[config.mk]
export PLATFORM = sky130hd
export DESIGN_NAME = text_console_cursor_engine_unit
export DESIGN_NICKNAME = d
export VERILOG_FILES = /design/src/tcce_pkg.sv /design/src/tcce_front.sv /design/src/tcce_queue.sv /design/src/tcce_back.sv /design/src/text_console_cursor_engine_unit.sv
export VERILOG_INCLUDE_DIRS = /design/src /design/src/src
export SDC_FILE = /design/constraint.sdc
export NUM_CORES = 1
export LEC_CHECK = 0
export ABC_CLOCK_PERIOD_IN_PS = 7820
export BUFFER_PORTS_ARGS = -buffer_cell sky130_fd_sc_hd__buf_2
export CAP_MARGIN = 0
export CORE_MARGIN = 5
export CORE_UTILIZATION = 55
export DETAILED_ROUTE_END_ITERATION = 8
export PLACE_DENSITY = 0.77
export SLEW_MARGIN = 20
export SYNTH_ARGS = -nofsm -noshare
export SYNTH_HDL_FRONTEND = slang
export SYNTH_SLANG_ARGS = --single-unit
[constraint.sdc]
create_clock -name clk -period 7.82 [get_ports clk]
set_clock_uncertainty 0.05 [all_clocks]
set_input_delay 0.391 -clock clk [delete_from_list [all_inputs] [get_ports clk]]
set_output_delay 0.391 -clock clk [all_outputs]
set_load 0.02 [all_outputs]
[src/text_console_cursor_engine_unit_defines.svh]
// ----------------------------------------------------------------------------
// Text console cursor engine: assertion macros
// Shared concurrent assertion wrappers; define ASSERT_OFF to drop them.
// ----------------------------------------------------------------------------
`ifndef TEXT_CONSOLE_CURSOR_ENGINE_UNIT_DEFINES_SVH
`define TEXT_CONSOLE_CURSOR_ENGINE_UNIT_DEFINES_SVH

`ifndef ASSERT_OFF
// property must hold on every clock edge out of reset
`define TCCE_ASSERT(label, clk, rst_n, prop) \
	label: assert property (@(posedge clk) disable iff (!rst_n) (prop)) \
		else $error("tcce assertion failed");
// when ante holds, cons must hold in the same cycle
`define TCCE_ASSERT_IMPL(label, clk, rst_n, ante, cons) \
	label: assert property (@(posedge clk) disable iff (!rst_n) (ante) |-> (cons)) \
		else $error("tcce assertion failed");
`else
`define TCCE_ASSERT(label, clk, rst_n, prop)
`define TCCE_ASSERT_IMPL(label, clk, rst_n, ante, cons)
`endif

`endif

[src/tcce_pkg.sv]
// ----------------------------------------------------------------------------
// Text console cursor engine package
// Shared types, codes and constants of the cursor engine.
// ----------------------------------------------------------------------------
package tcce_pkg;

	// operation codes
	localparam logic [1:0] OP_PUT  = 2'd0;
	localparam logic [1:0] OP_SET  = 2'd1;
	localparam logic [1:0] OP_MOVE = 2'd2;

	// character codes
	localparam logic [7:0] CH_BACKSPACE = 8'h08;
	localparam logic [7:0] CH_TAB       = 8'h09;
	localparam logic [7:0] CH_NEWLINE   = 8'h0A;
	localparam logic [7:0] CH_SPACE     = 8'h20;
	localparam logic [7:0] CH_PRINT_HI  = 8'h7F;

	// geometry
	localparam int          TCCE_LINE_PITCH  = 80;
	localparam int          TCCE_QUEUE_DEPTH = 4;
	localparam int          TAB_STOP         = 8;
	localparam logic [7:0]  COLUMNS_RESET    = 8'd80;
	localparam logic [6:0]  LINES_RESET      = 7'd25;
	localparam logic [7:0]  COLUMNS_MAX      = 8'd128;
	localparam logic [6:0]  LINES_MAX        = 7'd64;

	// configuration register indexes
	localparam logic CFG_COLUMNS = 1'b0;
	localparam logic CFG_LINES   = 1'b1;

	// command class decided by the front end
	typedef enum logic [2:0] {
		KIND_PRINT   = 3'd0,
		KIND_NEWLINE = 3'd1,
		KIND_TAB     = 3'd2,
		KIND_BKSP    = 3'd3,
		KIND_SET     = 3'd4,
		KIND_MOVE    = 3'd5,
		KIND_NOP     = 3'd6
	} kind_t;

	typedef struct packed {
		kind_t              kind;
		logic [7:0]         ch;
		logic signed [7:0]  x_arg;
		logic signed [6:0]  y_arg;
	} cmd_t;

endpackage

[src/tcce_front.sv]
// ----------------------------------------------------------------------------
// Cursor engine front end
// Accept input items and classify them into commands for the queue.
// ----------------------------------------------------------------------------
module tcce_front (
	input  logic              in_valid,
	output logic              in_stall,
	input  logic [1:0]        op,
	input  logic [7:0]        ch,
	input  logic signed [7:0] x_arg,
	input  logic signed [6:0] y_arg,
	input  logic              q_full,
	output logic              q_push,
	output tcce_pkg::cmd_t    q_cmd
);
	import tcce_pkg::*;

	kind_t kind;

	assign in_stall = q_full;
	assign q_push   = in_valid && !q_full;

	always_comb begin
		kind = KIND_NOP;
		unique case (op)
			OP_PUT: begin
				if (ch >= CH_SPACE && ch <= CH_PRINT_HI) begin
					kind = KIND_PRINT;
				end else if (ch == CH_NEWLINE) begin
					kind = KIND_NEWLINE;
				end else if (ch == CH_TAB) begin
					kind = KIND_TAB;
				end else if (ch == CH_BACKSPACE) begin
					kind = KIND_BKSP;
				end else begin
					kind = KIND_NOP;
				end
			end
			OP_SET:  kind = KIND_SET;
			OP_MOVE: kind = KIND_MOVE;
			default: kind = KIND_NOP;
		endcase
	end

	always_comb begin
		q_cmd.kind  = kind;
		q_cmd.ch    = ch;
		q_cmd.x_arg = x_arg;
		q_cmd.y_arg = y_arg;
	end

endmodule

[src/tcce_queue.sv]
// ----------------------------------------------------------------------------
// Cursor engine command queue
// Small flop FIFO between the front end and the back end.
// ----------------------------------------------------------------------------
`include "text_console_cursor_engine_unit_defines.svh"

module tcce_queue #(
	parameter int DEPTH = tcce_pkg::TCCE_QUEUE_DEPTH   // 2 or more
) (
	input  logic           clk,
	input  logic           arst_n,
	input  logic           push,
	input  tcce_pkg::cmd_t push_cmd,
	output logic           full,
	input  logic           pop,
	output tcce_pkg::cmd_t head_cmd,
	output logic           empty
);
	import tcce_pkg::*;

	localparam int PW = $clog2(DEPTH);
	localparam int CW = $clog2(DEPTH + 1);

	cmd_t          slot_q [DEPTH];
	logic [PW-1:0] wr_ptr_q;
	logic [PW-1:0] rd_ptr_q;
	logic [CW-1:0] count_q;

	assign full     = (count_q == CW'(DEPTH));
	assign empty    = (count_q == '0);
	assign head_cmd = slot_q[rd_ptr_q];

	always_ff @(posedge clk or negedge arst_n) begin
		if (!arst_n) begin
			wr_ptr_q <= '0;
			rd_ptr_q <= '0;
			count_q  <= '0;
		end else begin
			if (push) begin
				wr_ptr_q <= (wr_ptr_q == PW'(DEPTH - 1)) ? '0 : wr_ptr_q + 1'b1;
			end
			if (pop) begin
				rd_ptr_q <= (rd_ptr_q == PW'(DEPTH - 1)) ? '0 : rd_ptr_q + 1'b1;
			end
			if (push && !pop) begin
				count_q <= count_q + 1'b1;
			end else if (pop && !push) begin
				count_q <= count_q - 1'b1;
			end
		end
	end

	always_ff @(posedge clk) begin
		if (push) begin
			slot_q[wr_ptr_q] <= push_cmd;
		end
	end

	`TCCE_ASSERT(a_count_bound, clk, arst_n, count_q <= CW'(DEPTH))
	`TCCE_ASSERT_IMPL(a_no_pop_empty, clk, arst_n, pop, !empty)
	`TCCE_ASSERT_IMPL(a_count_up, clk, arst_n, $past(arst_n) && $past(push && !pop), count_q == $past(count_q) + 1'b1)

endmodule

[src/tcce_back.sv]
// ----------------------------------------------------------------------------
// Cursor engine back end
// Apply queued commands to the cursor and register one result per command.
// ----------------------------------------------------------------------------
`include "text_console_cursor_engine_unit_defines.svh"

module tcce_back #(
	parameter int LINE_PITCH = tcce_pkg::TCCE_LINE_PITCH
) (
	input  logic           clk,
	input  logic           arst_n,
	input  logic [7:0]     cols,
	input  logic [6:0]     rows,
	input  logic           q_empty,
	input  tcce_pkg::cmd_t q_cmd,
	output logic           q_pop,
	output logic           out_valid,
	input  logic           out_stall,
	output logic           cell_write,
	output logic [12:0]    cell_address,
	output logic [7:0]     cell_char,
	output logic           scroll_request,
	output logic [6:0]     cursor_col,
	output logic [5:0]     cursor_row,
	output logic [12:0]    cursor_address
);
	import tcce_pkg::*;

	function automatic logic [12:0] addr_of(logic [6:0] x, logic [5:0] y);
		addr_of = 13'(x) + 13'(y) * 13'(LINE_PITCH);
	endfunction

	logic [6:0] cur_col_q;
	logic [5:0] cur_row_q;
	logic       out_valid_q;

	logic [6:0] cols_m1;
	logic [5:0] rows_m1;
	logic [6:0] col0;
	logic [5:0] row0;
	logic [7:0] col_inc;
	logic [7:0] col_tab;
	logic [8:0] sum_x;
	logic [7:0] sum_y;
	logic [5:0] row_adv;
	logic       row_scroll;

	logic [6:0] col_n;
	logic [5:0] row_n;
	logic       wr_n;
	logic [6:0] wcol;
	logic [5:0] wrow;
	logic [7:0] wchar_n;
	logic       scroll_n;

	// clamp the held cursor into the current screen first
	assign cols_m1 = 7'(cols - 8'd1);
	assign rows_m1 = 6'(rows - 7'd1);
	assign col0    = (cur_col_q > cols_m1) ? cols_m1 : cur_col_q;
	assign row0    = (cur_row_q > rows_m1) ? rows_m1 : cur_row_q;

	assign col_inc = {1'b0, col0} + 8'd1;
	assign col_tab = {1'b0, col0[6:3], 3'b000} + 8'(TAB_STOP);
	assign sum_x   = {2'b00, col0} + {q_cmd.x_arg[7], q_cmd.x_arg};
	assign sum_y   = {2'b00, row0} + {q_cmd.y_arg[6], q_cmd.y_arg};

	// next row on line feed or wrap; bottom row holds and asks for a scroll
	assign row_scroll = (row0 == rows_m1);
	assign row_adv    = row_scroll ? rows_m1 : row0 + 6'd1;

	always_comb begin
		col_n    = col0;
		row_n    = row0;
		wr_n     = 1'b0;
		wcol     = col0;
		wrow     = row0;
		wchar_n  = q_cmd.ch;
		scroll_n = 1'b0;
		unique case (q_cmd.kind)
			KIND_PRINT: begin
				wr_n = 1'b1;
				if (col_inc >= cols) begin
					col_n    = '0;
					row_n    = row_adv;
					scroll_n = row_scroll;
				end else begin
					col_n = col_inc[6:0];
				end
			end
			KIND_NEWLINE: begin
				col_n    = '0;
				row_n    = row_adv;
				scroll_n = row_scroll;
			end
			KIND_TAB: begin
				if (col_tab >= cols) begin
					col_n    = '0;
					row_n    = row_adv;
					scroll_n = row_scroll;
				end else begin
					col_n = col_tab[6:0];
				end
			end
			KIND_BKSP: begin
				if (col0 == '0) begin
					if (row0 != '0) begin
						col_n = cols_m1;
						row_n = row0 - 6'd1;
					end
				end else begin
					col_n = col0 - 7'd1;
				end
				wr_n    = 1'b1;
				wcol    = col_n;
				wrow    = row_n;
				wchar_n = CH_SPACE;
			end
			KIND_SET: begin
				if (q_cmd.x_arg[7]) begin
					col_n = '0;
				end else if (q_cmd.x_arg[6:0] > cols_m1) begin
					col_n = cols_m1;
				end else begin
					col_n = q_cmd.x_arg[6:0];
				end
				if (q_cmd.y_arg[6]) begin
					row_n = '0;
				end else if (q_cmd.y_arg[5:0] > rows_m1) begin
					row_n = rows_m1;
				end else begin
					row_n = q_cmd.y_arg[5:0];
				end
			end
			KIND_MOVE: begin
				if (sum_x[8]) begin
					col_n = '0;
				end else if (sum_x[7:0] > {1'b0, cols_m1}) begin
					col_n = cols_m1;
				end else begin
					col_n = sum_x[6:0];
				end
				if (sum_y[7]) begin
					row_n = '0;
				end else if (sum_y[6:0] > {1'b0, rows_m1}) begin
					row_n = rows_m1;
				end else begin
					row_n = sum_y[5:0];
				end
			end
			default: begin
				col_n = col0;
				row_n = row0;
			end
		endcase
	end

	assign q_pop = !q_empty && (!out_valid_q || !out_stall);

	always_ff @(posedge clk or negedge arst_n) begin
		if (!arst_n) begin
			cur_col_q   <= '0;
			cur_row_q   <= '0;
			out_valid_q <= 1'b0;
		end else begin
			if (q_pop) begin
				cur_col_q   <= col_n;
				cur_row_q   <= row_n;
				out_valid_q <= 1'b1;
			end else if (!out_stall) begin
				out_valid_q <= 1'b0;
			end
		end
	end

	always_ff @(posedge clk) begin
		if (q_pop) begin
			cell_write     <= wr_n;
			cell_address   <= wr_n ? addr_of(wcol, wrow) : '0;
			cell_char      <= wr_n ? wchar_n : '0;
			scroll_request <= scroll_n;
			cursor_col     <= col_n;
			cursor_row     <= row_n;
			cursor_address <= addr_of(col_n, row_n);
		end
	end

	assign out_valid = out_valid_q;

	`TCCE_ASSERT_IMPL(a_idle_cell, clk, arst_n, out_valid_q && !cell_write, cell_address == '0 && cell_char == '0)
	`TCCE_ASSERT_IMPL(a_scroll_home, clk, arst_n, out_valid_q && scroll_request, cursor_col == '0)
	`TCCE_ASSERT_IMPL(a_char_range, clk, arst_n, out_valid_q && cell_write, cell_char >= CH_SPACE && cell_char <= CH_PRINT_HI)

endmodule

[src/text_console_cursor_engine_unit.sv]
// Text console cursor engine.
// Input channel (in_valid / in_stall): one command per transfer, op with ch,
// x_arg and y_arg. Output channel (out_valid / out_stall): one result per
// command, in order: the cell write (address, character), the scroll request
// and the cursor position and address after the command.
// Configuration channel (cfg_valid / cfg_ready): cfg_index 0 writes columns,
// 1 writes lines; always ready. The user must write them only while the engine
// is idle; the block does not enforce this. A command goes into the queue,
// then the back end takes it from the queue head into the output register.
// Throughput: one command per cycle sustained while out_stall is low; the back
// end's cursor update is combinational on the state left by the last command.
// Reset: cursor at home (0,0), 80 columns by 25 lines, queue and output empty.
// Output stall: the result holds; the queue absorbs up to QUEUE_DEPTH further
// commands, then in_stall rises until the receiver takes a result.
// ----------------------------------------------------------------------------
// Text console cursor engine top level
// Front end, command queue, back end and configuration registers.
// ----------------------------------------------------------------------------
module text_console_cursor_engine_unit #(
	parameter int LINE_PITCH  = tcce_pkg::TCCE_LINE_PITCH,   // 16..128
	parameter int QUEUE_DEPTH = tcce_pkg::TCCE_QUEUE_DEPTH   // 2 or more
) (
	input  logic              clk,
	input  logic              arst_n,
	// configuration
	input  logic              cfg_valid,
	output logic              cfg_ready,
	input  logic              cfg_index,
	input  logic [7:0]        cfg_data,
	// commands
	input  logic              in_valid,
	output logic              in_stall,
	input  logic [1:0]        op,
	input  logic [7:0]        ch,
	input  logic signed [7:0] x_arg,
	input  logic signed [6:0] y_arg,
	// results
	output logic              out_valid,
	input  logic              out_stall,
	output logic              cell_write,
	output logic [12:0]       cell_address,
	output logic [7:0]        cell_char,
	output logic              scroll_request,
	output logic [6:0]        cursor_col,
	output logic [5:0]        cursor_row,
	output logic [12:0]       cursor_address
);
	import tcce_pkg::*;

	logic [7:0] cols_q;
	logic [6:0] rows_q;

	logic       q_push;
	logic       q_pop;
	logic       q_full;
	logic       q_empty;
	cmd_t       push_cmd;
	cmd_t       head_cmd;

	// registers are always free to take a transfer
	assign cfg_ready = 1'b1;

	// hold geometry already clamped into its legal range
	always_ff @(posedge clk or negedge arst_n) begin
		if (!arst_n) begin
			cols_q <= COLUMNS_RESET;
			rows_q <= LINES_RESET;
		end else if (cfg_valid && cfg_ready) begin
			unique case (cfg_index)
				CFG_COLUMNS: begin
					if (cfg_data == '0) begin
						cols_q <= 8'd1;
					end else if (cfg_data > COLUMNS_MAX) begin
						cols_q <= COLUMNS_MAX;
					end else begin
						cols_q <= cfg_data;
					end
				end
				CFG_LINES: begin
					if (cfg_data[6:0] == '0) begin
						rows_q <= 7'd1;
					end else if (cfg_data[6:0] > LINES_MAX) begin
						rows_q <= LINES_MAX;
					end else begin
						rows_q <= cfg_data[6:0];
					end
				end
				default: begin
					cols_q <= cols_q;
				end
			endcase
		end
	end

	// classify commands and push them while the queue has room
	tcce_front u_front (
		.in_valid (in_valid),
		.in_stall (in_stall),
		.op       (op),
		.ch       (ch),
		.x_arg    (x_arg),
		.y_arg    (y_arg),
		.q_full   (q_full),
		.q_push   (q_push),
		.q_cmd    (push_cmd)
	);

	// decouple acceptance from the cursor update
	tcce_queue #(
		.DEPTH (QUEUE_DEPTH)
	) u_queue (
		.clk      (clk),
		.arst_n   (arst_n),
		.push     (q_push),
		.push_cmd (push_cmd),
		.full     (q_full),
		.pop      (q_pop),
		.head_cmd (head_cmd),
		.empty    (q_empty)
	);

	// advance the cursor and register the result
	tcce_back #(
		.LINE_PITCH (LINE_PITCH)
	) u_back (
		.clk            (clk),
		.arst_n         (arst_n),
		.cols           (cols_q),
		.rows           (rows_q),
		.q_empty        (q_empty),
		.q_cmd          (head_cmd),
		.q_pop          (q_pop),
		.out_valid      (out_valid),
		.out_stall      (out_stall),
		.cell_write     (cell_write),
		.cell_address   (cell_address),
		.cell_char      (cell_char),
		.scroll_request (scroll_request),
		.cursor_col     (cursor_col),
		.cursor_row     (cursor_row),
		.cursor_address (cursor_address)
	);

endmodule
==> metrics.md, run 1 <==
| Metric | Value |
|---|---|
| Arr. time, crit path | 7720 ps |
| Initial Utilization | 56.0% |
| Synth Instances | 1,027 |
| First-pass GRT wire length | 46,800 um |
| R2r startpoint | rows_q[0] |
| Yosys warning count | 0 |
| Filler Cell Count | 1,646 |
| Mapped Area | 0.0118 mm2 |
| Routed Wire Length | 29,900 um |
| Routability Congestion | 0.972 |
| Htree depth | 4 |
| Outcome | completed |
| Vias | 8,906 |
| Initial DRC Count | 586 |
| Commonest non-fill, non-tap cells in the layout | edfxtp_1 (149), ha_1 (93), buf_2 (89) |
| Async SR Flop Fraction | 19.0% |
| I/O Buffers | 89 |
| Achievable Freq | 132 MHz |
| Row count | 53 |
| Endpoints failing hold | 0 |
| CTS Buf Count | 17 |
| Clock transition at path regs | 80 ps |
| Largest net degree at the start of global routing | 48 |
| Synth Net Count | 1,170 |
| Via density | 6.13 |
| Reg2reg path depth | 33 |
| Max-cap viol count | 0 |
| Share of cells above drive strength 1 | 24.6% |
| CP Launch Type | register |
| Nets | 1,307 |
| Routed length per instance | 20.6 um |
| Hold Worst Slack | 40.0 ps |
| Final max-slew violation count | 0 |
| CP Capture Type | register |
| EDFF count, synth | 149 |
| Crit Path Class | register to register |
| Worst Setup SP | rows_q[0] |
| Hold-fix buffers, CTS | 0 |
| DRC violation count after routing | 0 |
| Vias in the first global route | 8,648 |
| Slew Limit Headroom | 37.7% |
| Tcrit/Tclk final | 96.8% |
| Pre-antenna DRT Iters | 7 |
| Ys flop type | edfxtp_1 |
| Initial antenna violation count | 1 |
| Most common cell after layout, fill and taps aside | edfxtp_1 |
| Worst path slowest cell | dfstp_2 |
| CP most frequent cell | ha_1 |
| Die area | 0.0245 mm2 |
| Grt total ovfl | 0 |
| Num Clock Sinks | 184 |
| Ant diodes | 0 |
| Synth unique cells | 88 |
| Gr usage total | 24.4% |
| Final core utilization | 64.7% |
| Worst hold path type | primary input to asynchronous set/reset pin |
| DP Area | 0.0129 mm2 |
| Register area share after synthesis | 45.3% |
| Seq cells post-synth | 184 |
| Later-pin clock latency in the skew report | 440 ps |
| Final setup vio count | 0 |
| HPWL Detailed | 21,800 um |
| WP data required | 7970 ps |
| Mean post-synth cell area | 11.5 um2 |
| CTS tree | done |
| Die W | 157 um |
| Crit path time final | 7570 ps |
| Worst slew pin tran | 935 ps |
| Core box area | 0.0211 mm2 |
| Area growth from synthesis to layout | 15.4% |
| Max clock buf depth | 2 |
| Post-route ant nets | 0 |
| Root Driver | clkbuf_16 |
| Worst-path maximum fanout | 6 |
| Critical Path Max Stage Delay | 530 ps |
| Final Cell Area | 0.0136 mm2 |
| Chip height | 157 um |
| Boundary Pins | 91 |
metrics by stage:
step / setup TNS, ps / worst slack, ps / std cells
after floorplan: 0 / 5.28 / 1027
after global routing: -119 / -67.0 / 1452
after global placement: 0 / 224 / 1412
final: 0 / 250 / 1452
after CTS: 0 / 19.0 / 1444
after detailed placement: 0 / 31.0 / 1412
logic make-up after synthesis:
group	count (synthesis)	share of synthesized area, %
and+or+nand+nor	261	11.5
AOI/OAI and AO/OA	241	13.8
DFF	184	45.3
adders and majority gates	108	11.8
buffers and inverters	104	3.67
muxes	72	9.20
xor gates and xnor gates	56	4.63
other	1	0.0317
critical path: cells and delay by family, from the launching register on:
kind	cells	cell delay, ps
compound gates	14	2970
fa+ha+maj	7	2020
simple gates	5	590
flops	1	530
xor+xnor	3	460
mux	1	370
buf+inv	3	340
metal layers:
metal / GRT usage (%) / vias to the layer above / share of wire [%]
met5: 0 / - / 0.043
met4: 9.26 / 2 / 3.1
met3: 4.78 / 81 / 8.1
met2: 40.5 / 416 / 48
met1: 32.0 / 4247 / 40
li1: - / 4160 / -
Yosys cell counts, types with 22 or more instances:
master	instances	area [um2]
nand3_1	26	130
nand2_1	56	210
nor3_1	22	110
edfxtp_1	149	4470
inv_1	67	251
nor2_1	55	206
ha_1	97	1210
xnor2_1	36	315
a21oi_1	49	245
dfrtp_1	30	751
nor2b_1	23	144
mux2_2	24	270
o21ai_0	54	270
layout make-up:
type / instances / area (um2) / share of cell area (%)
inverters: 71 / 267 / 1.95
repair buffers: 151 / 911 / 6.68
flip-flops and latches: 184 / 5360 / 39.3
well taps: 275 / 344 / 2.52
clock inverters: 14 / 175 / 1.28
clock buffers: 18 / 429 / 3.15
multi-input cells: 739 / 6150 / 45.1
state kept, by name (all words and copies together), names as in the netlist:
signal,cells
u_back.cur_col_q,7
u_back.scroll_request,1
u_back.cursor_col,3
u_back.cursor_row,6
u_queue.rd_ptr_q,2
u_back.cur_row_q,6
u_back.out_valid,1
u_back.cell_address,13
u_back.cell_write,1
u_queue.count_q,3
rows_q,6
u_back.cell_char,8
u_queue.wr_ptr_q,2
cols_q,8
u_queue.slot_q,104
u_back.cursor_address,13
path summary, 6_finish.rpt:
check | end | slack [ps]
max reg2reg | u_back.cursor_address[11] | 250
min in group clk | u_back.out_valid | 110
min reg2reg | u_back.out_valid | 440
min | u_queue.count_q[2] | 40
max in group asynchronous | cols_q[3] | 7090
max | u_back.cursor_address[11] | 250
what timing repair did:
item	in CTS	in global routing
setup buffers	0	8
endpoints found under the setup margin	0	4
resized for setup	0	23
hold endpoints to repair	0	0
Power of run 1 is left out: the tool's default activity adds up to more than one toggle a clock period on the data nets, which glitch-free logic cannot reach.
==> run 2, diff against run 1 <==
Settings changed: BUFFER_PORTS_ARGS -buffer_cell sky130_fd_sc_hd__buf_2 to -buffer_cell sky130_fd_sc_hd__clkbuf_2, REMOVE_ABC_BUFFERS from default to 1.
==> run 2 against run 1 <==
Utilization increased by 0.63 points. Via count decreased by 0.79%. Fmax increased by 1.2%. Sequential cell count unchanged. Sequential share of layout area decreased by 0.37 points. Highest routed layer is now met4.
==> metrics.md, run 2 (same netlist as run 1, synthesis figures left out) <==
| Metric | Value |
|---|---|
| Reg with most FFs | u_queue.slot_q (unchanged) |
| Worst setup margin | 341 ps (was 250 ps) |
| Share of cells above drive strength 1 | 25.8% (was 24.6%) |
| Pre-antenna DRT Iters | 8 (was 7) |
| Gr usage total | 24.2% (was 24.4%) |
| CTS tree | done (unchanged) |
| Most common cell after layout, fill and taps aside | edfxtp_1 (unchanged) |
| Arr. time, crit path | 7710 ps (was 7720 ps) |
| Die area | 0.0245 mm2 (unchanged) |
| Post-Layout Cell Count | 1,459 (was 1,452) |
| Chip height | 157 um (unchanged) |
| Tcrit/Tclk final | 95.6% (was 96.8%) |
| Biggest regs | u_queue.slot_q: 104 flops, u_back.cell_address: 13 flops, u_back.cursor_address: 13 flops (unchanged) |
| Core box area | 0.0211 mm2 (unchanged) |
| Routed Wire Length | 29,500 um (was 29,900 um) |
| Post-route ant nets | 0 (unchanged) |
| WP data required | 8050 ps (was 7970 ps) |
| Root Driver | clkbuf_16 (unchanged) |
| Area growth from synthesis to layout | 16.5% (was 15.4%) |
| HPWL Detailed | 21,700 um (was 21,800 um) |
| Largest net degree at the start of global routing | 48 (unchanged) |
| Later-pin clock latency in the skew report | 450 ps (was 440 ps) |
| Crit path time final | 7480 ps (was 7570 ps) |
| Final setup vio count | 0 (unchanged) |
| Worst slew pin tran | 787 ps (was 935 ps) |
| Critical Path Max Stage Delay | 530 ps (about the same) |
| Dpl cells | 1,419 (was 1,412) |
| First-pass GRT wire length | 46,400 um (was 46,800 um) |
| Filler Cell Count | 1,632 (was 1,646) |
| Nets | 1,314 (was 1,307) |
| Crit Path Class | register to register (unchanged) |
| Clock transition at path regs | 90 ps (was 80 ps) |
| DRC violation count after routing | 0 (unchanged) |
| Vias in the first global route | 8,659 (was 8,648) |
| Max reg flops | 104 (unchanged) |
| Endpoints failing hold | 0 (unchanged) |
| Commonest non-fill, non-tap cells in the layout | edfxtp_1 (149), ha_1 (91), clkbuf_2 (89) (was edfxtp_1 (149), ha_1 (93), buf_2 (89)) |
| CP most frequent cell | ha_1 (unchanged) |
| Worst-path maximum fanout | 7 (was 6) |
| Htree depth | 4 (unchanged) |
| CP Launch Type | register (unchanged) |
| Outcome | completed (unchanged) |
| Max-cap viol count | 0 (unchanged) |
| Pre-CTS WS | -123 ps (was 31.0 ps) |
| Via density | 6.06 (was 6.13) |
| Initial antenna violation count | 0 (was 1) |
| Slew Limit Headroom | 47.5% (was 37.7%) |
| Grt total ovfl | 0 (unchanged) |
| CP Capture Type | register (unchanged) |
| R2R Setup Slk | 340 ps (was 250 ps) |
| Die W | 157 um (unchanged) |
| Num Clock Sinks | 184 (unchanged) |
| Routed length per instance | 20.2 um (was 20.6 um) |
| Initial DRC Count | 700 (was 586) |
| I/O Buffers | 89 (unchanged) |
| Achievable Freq | 134 MHz (was 132 MHz) |
| Worst hold path type | primary input to register (was primary input to asynchronous set/reset pin) |
| Vias | 8,836 (was 8,906) |
| Ant diodes | 0 (unchanged) |
| Boundary Pins | 91 (unchanged) |
| Routability Congestion | 0.994 (was 0.972) |
| Worst path slowest cell | dfstp_2 (unchanged) |
| CTS Buf Count | 17 (unchanged) |
| Row count | 53 (unchanged) |
| Max clock buf depth | 2 (unchanged) |
| Final max-slew violation count | 0 (unchanged) |
| Initial Utilization | 56.0% (unchanged) |
-- run 2: cell count changes in the layout (fill, tap and decap cells not counted), moves of 3 or more --
cell,previous run,this run
buf_4,62,66
buf_2,89,0
clkbuf_2,0,89
clkinv_8,3,6
inv_6,4,1
-- run 2: worst paths after layout --
kind,end,startpoint,cells after the start
min in group asynchronous,u_queue.wr_ptr_q[0],arst_n,3
min reg2reg,u_back.out_valid,u_back.out_valid,2
min,u_back.out_valid,out_stall,3
max reg2reg,u_back.cursor_address[12],rows_q[0],32
max in group asynchronous,rows_q[3],arst_n,3
max,u_back.cursor_address[12],rows_q[0],32
-- run 2: area by class of cell --
type,count,area (um2),area share (%)
Multi-Input combinational cell,739,6200,45.1
Sequential cell,184,5360,38.9
Timing Repair Buffer,158,973,7.07
Clock buffer,17,425,3.09
Tap cell,275,344,2.50
Inverter,71,267,1.94
Clock inverter,15,196,1.43
-- run 2: metal layers --
| layer | wire length [um] | track usage (%) | part of all wire (%) |
|---|---|---|---|
| met1 | 12800 | 34.5 | 43 |
| met2 | 13700 | 37.8 | 46 |
| met3 | 2430 | 4.70 | 8.2 |
| met4 | 574 | 7.73 | 1.9 |
| met5 | 0 | 0 | 0 |
-- run 2: critical path, delay by kind of cell (launching register included) --
kind                     cells  cell delay [ps]
AO/OA/AOI/OAI               14             2830
XOR/XNOR                     1              190
adder cells (fa/ha/maj)      8             2300
buffers and inverters        2              120
flip-flops                   1              530
multiplexers                 1              330
AND/OR/NAND/NOR              6              940
-- run 2: per-stage QoR --
step           cell area, um2  TNS [ps]  hold slack (ps)  util (%)
2_1_floorplan           11600      -610             45.4         -
3_3_place_gp            12900         0              421      61.2
3_5_place_dp            12900      -237              429      61.2
4_1_cts                 13500         0             96.0      64.2
5_1_grt                 13800     -21.6              104      65.3
6_report                13800         0              104      65.3
-- run 2: timing repair --
action	4_1_cts	5_1_grt
buffers inserted	0	7
hold buffers	1	0
gates cloned	0	0
gates resized for setup	2	36
pin swaps	1	13
hold endpoints to repair	30	0
endpoints found under the setup margin	2	4
Power of run 2 is left out for the same reason.
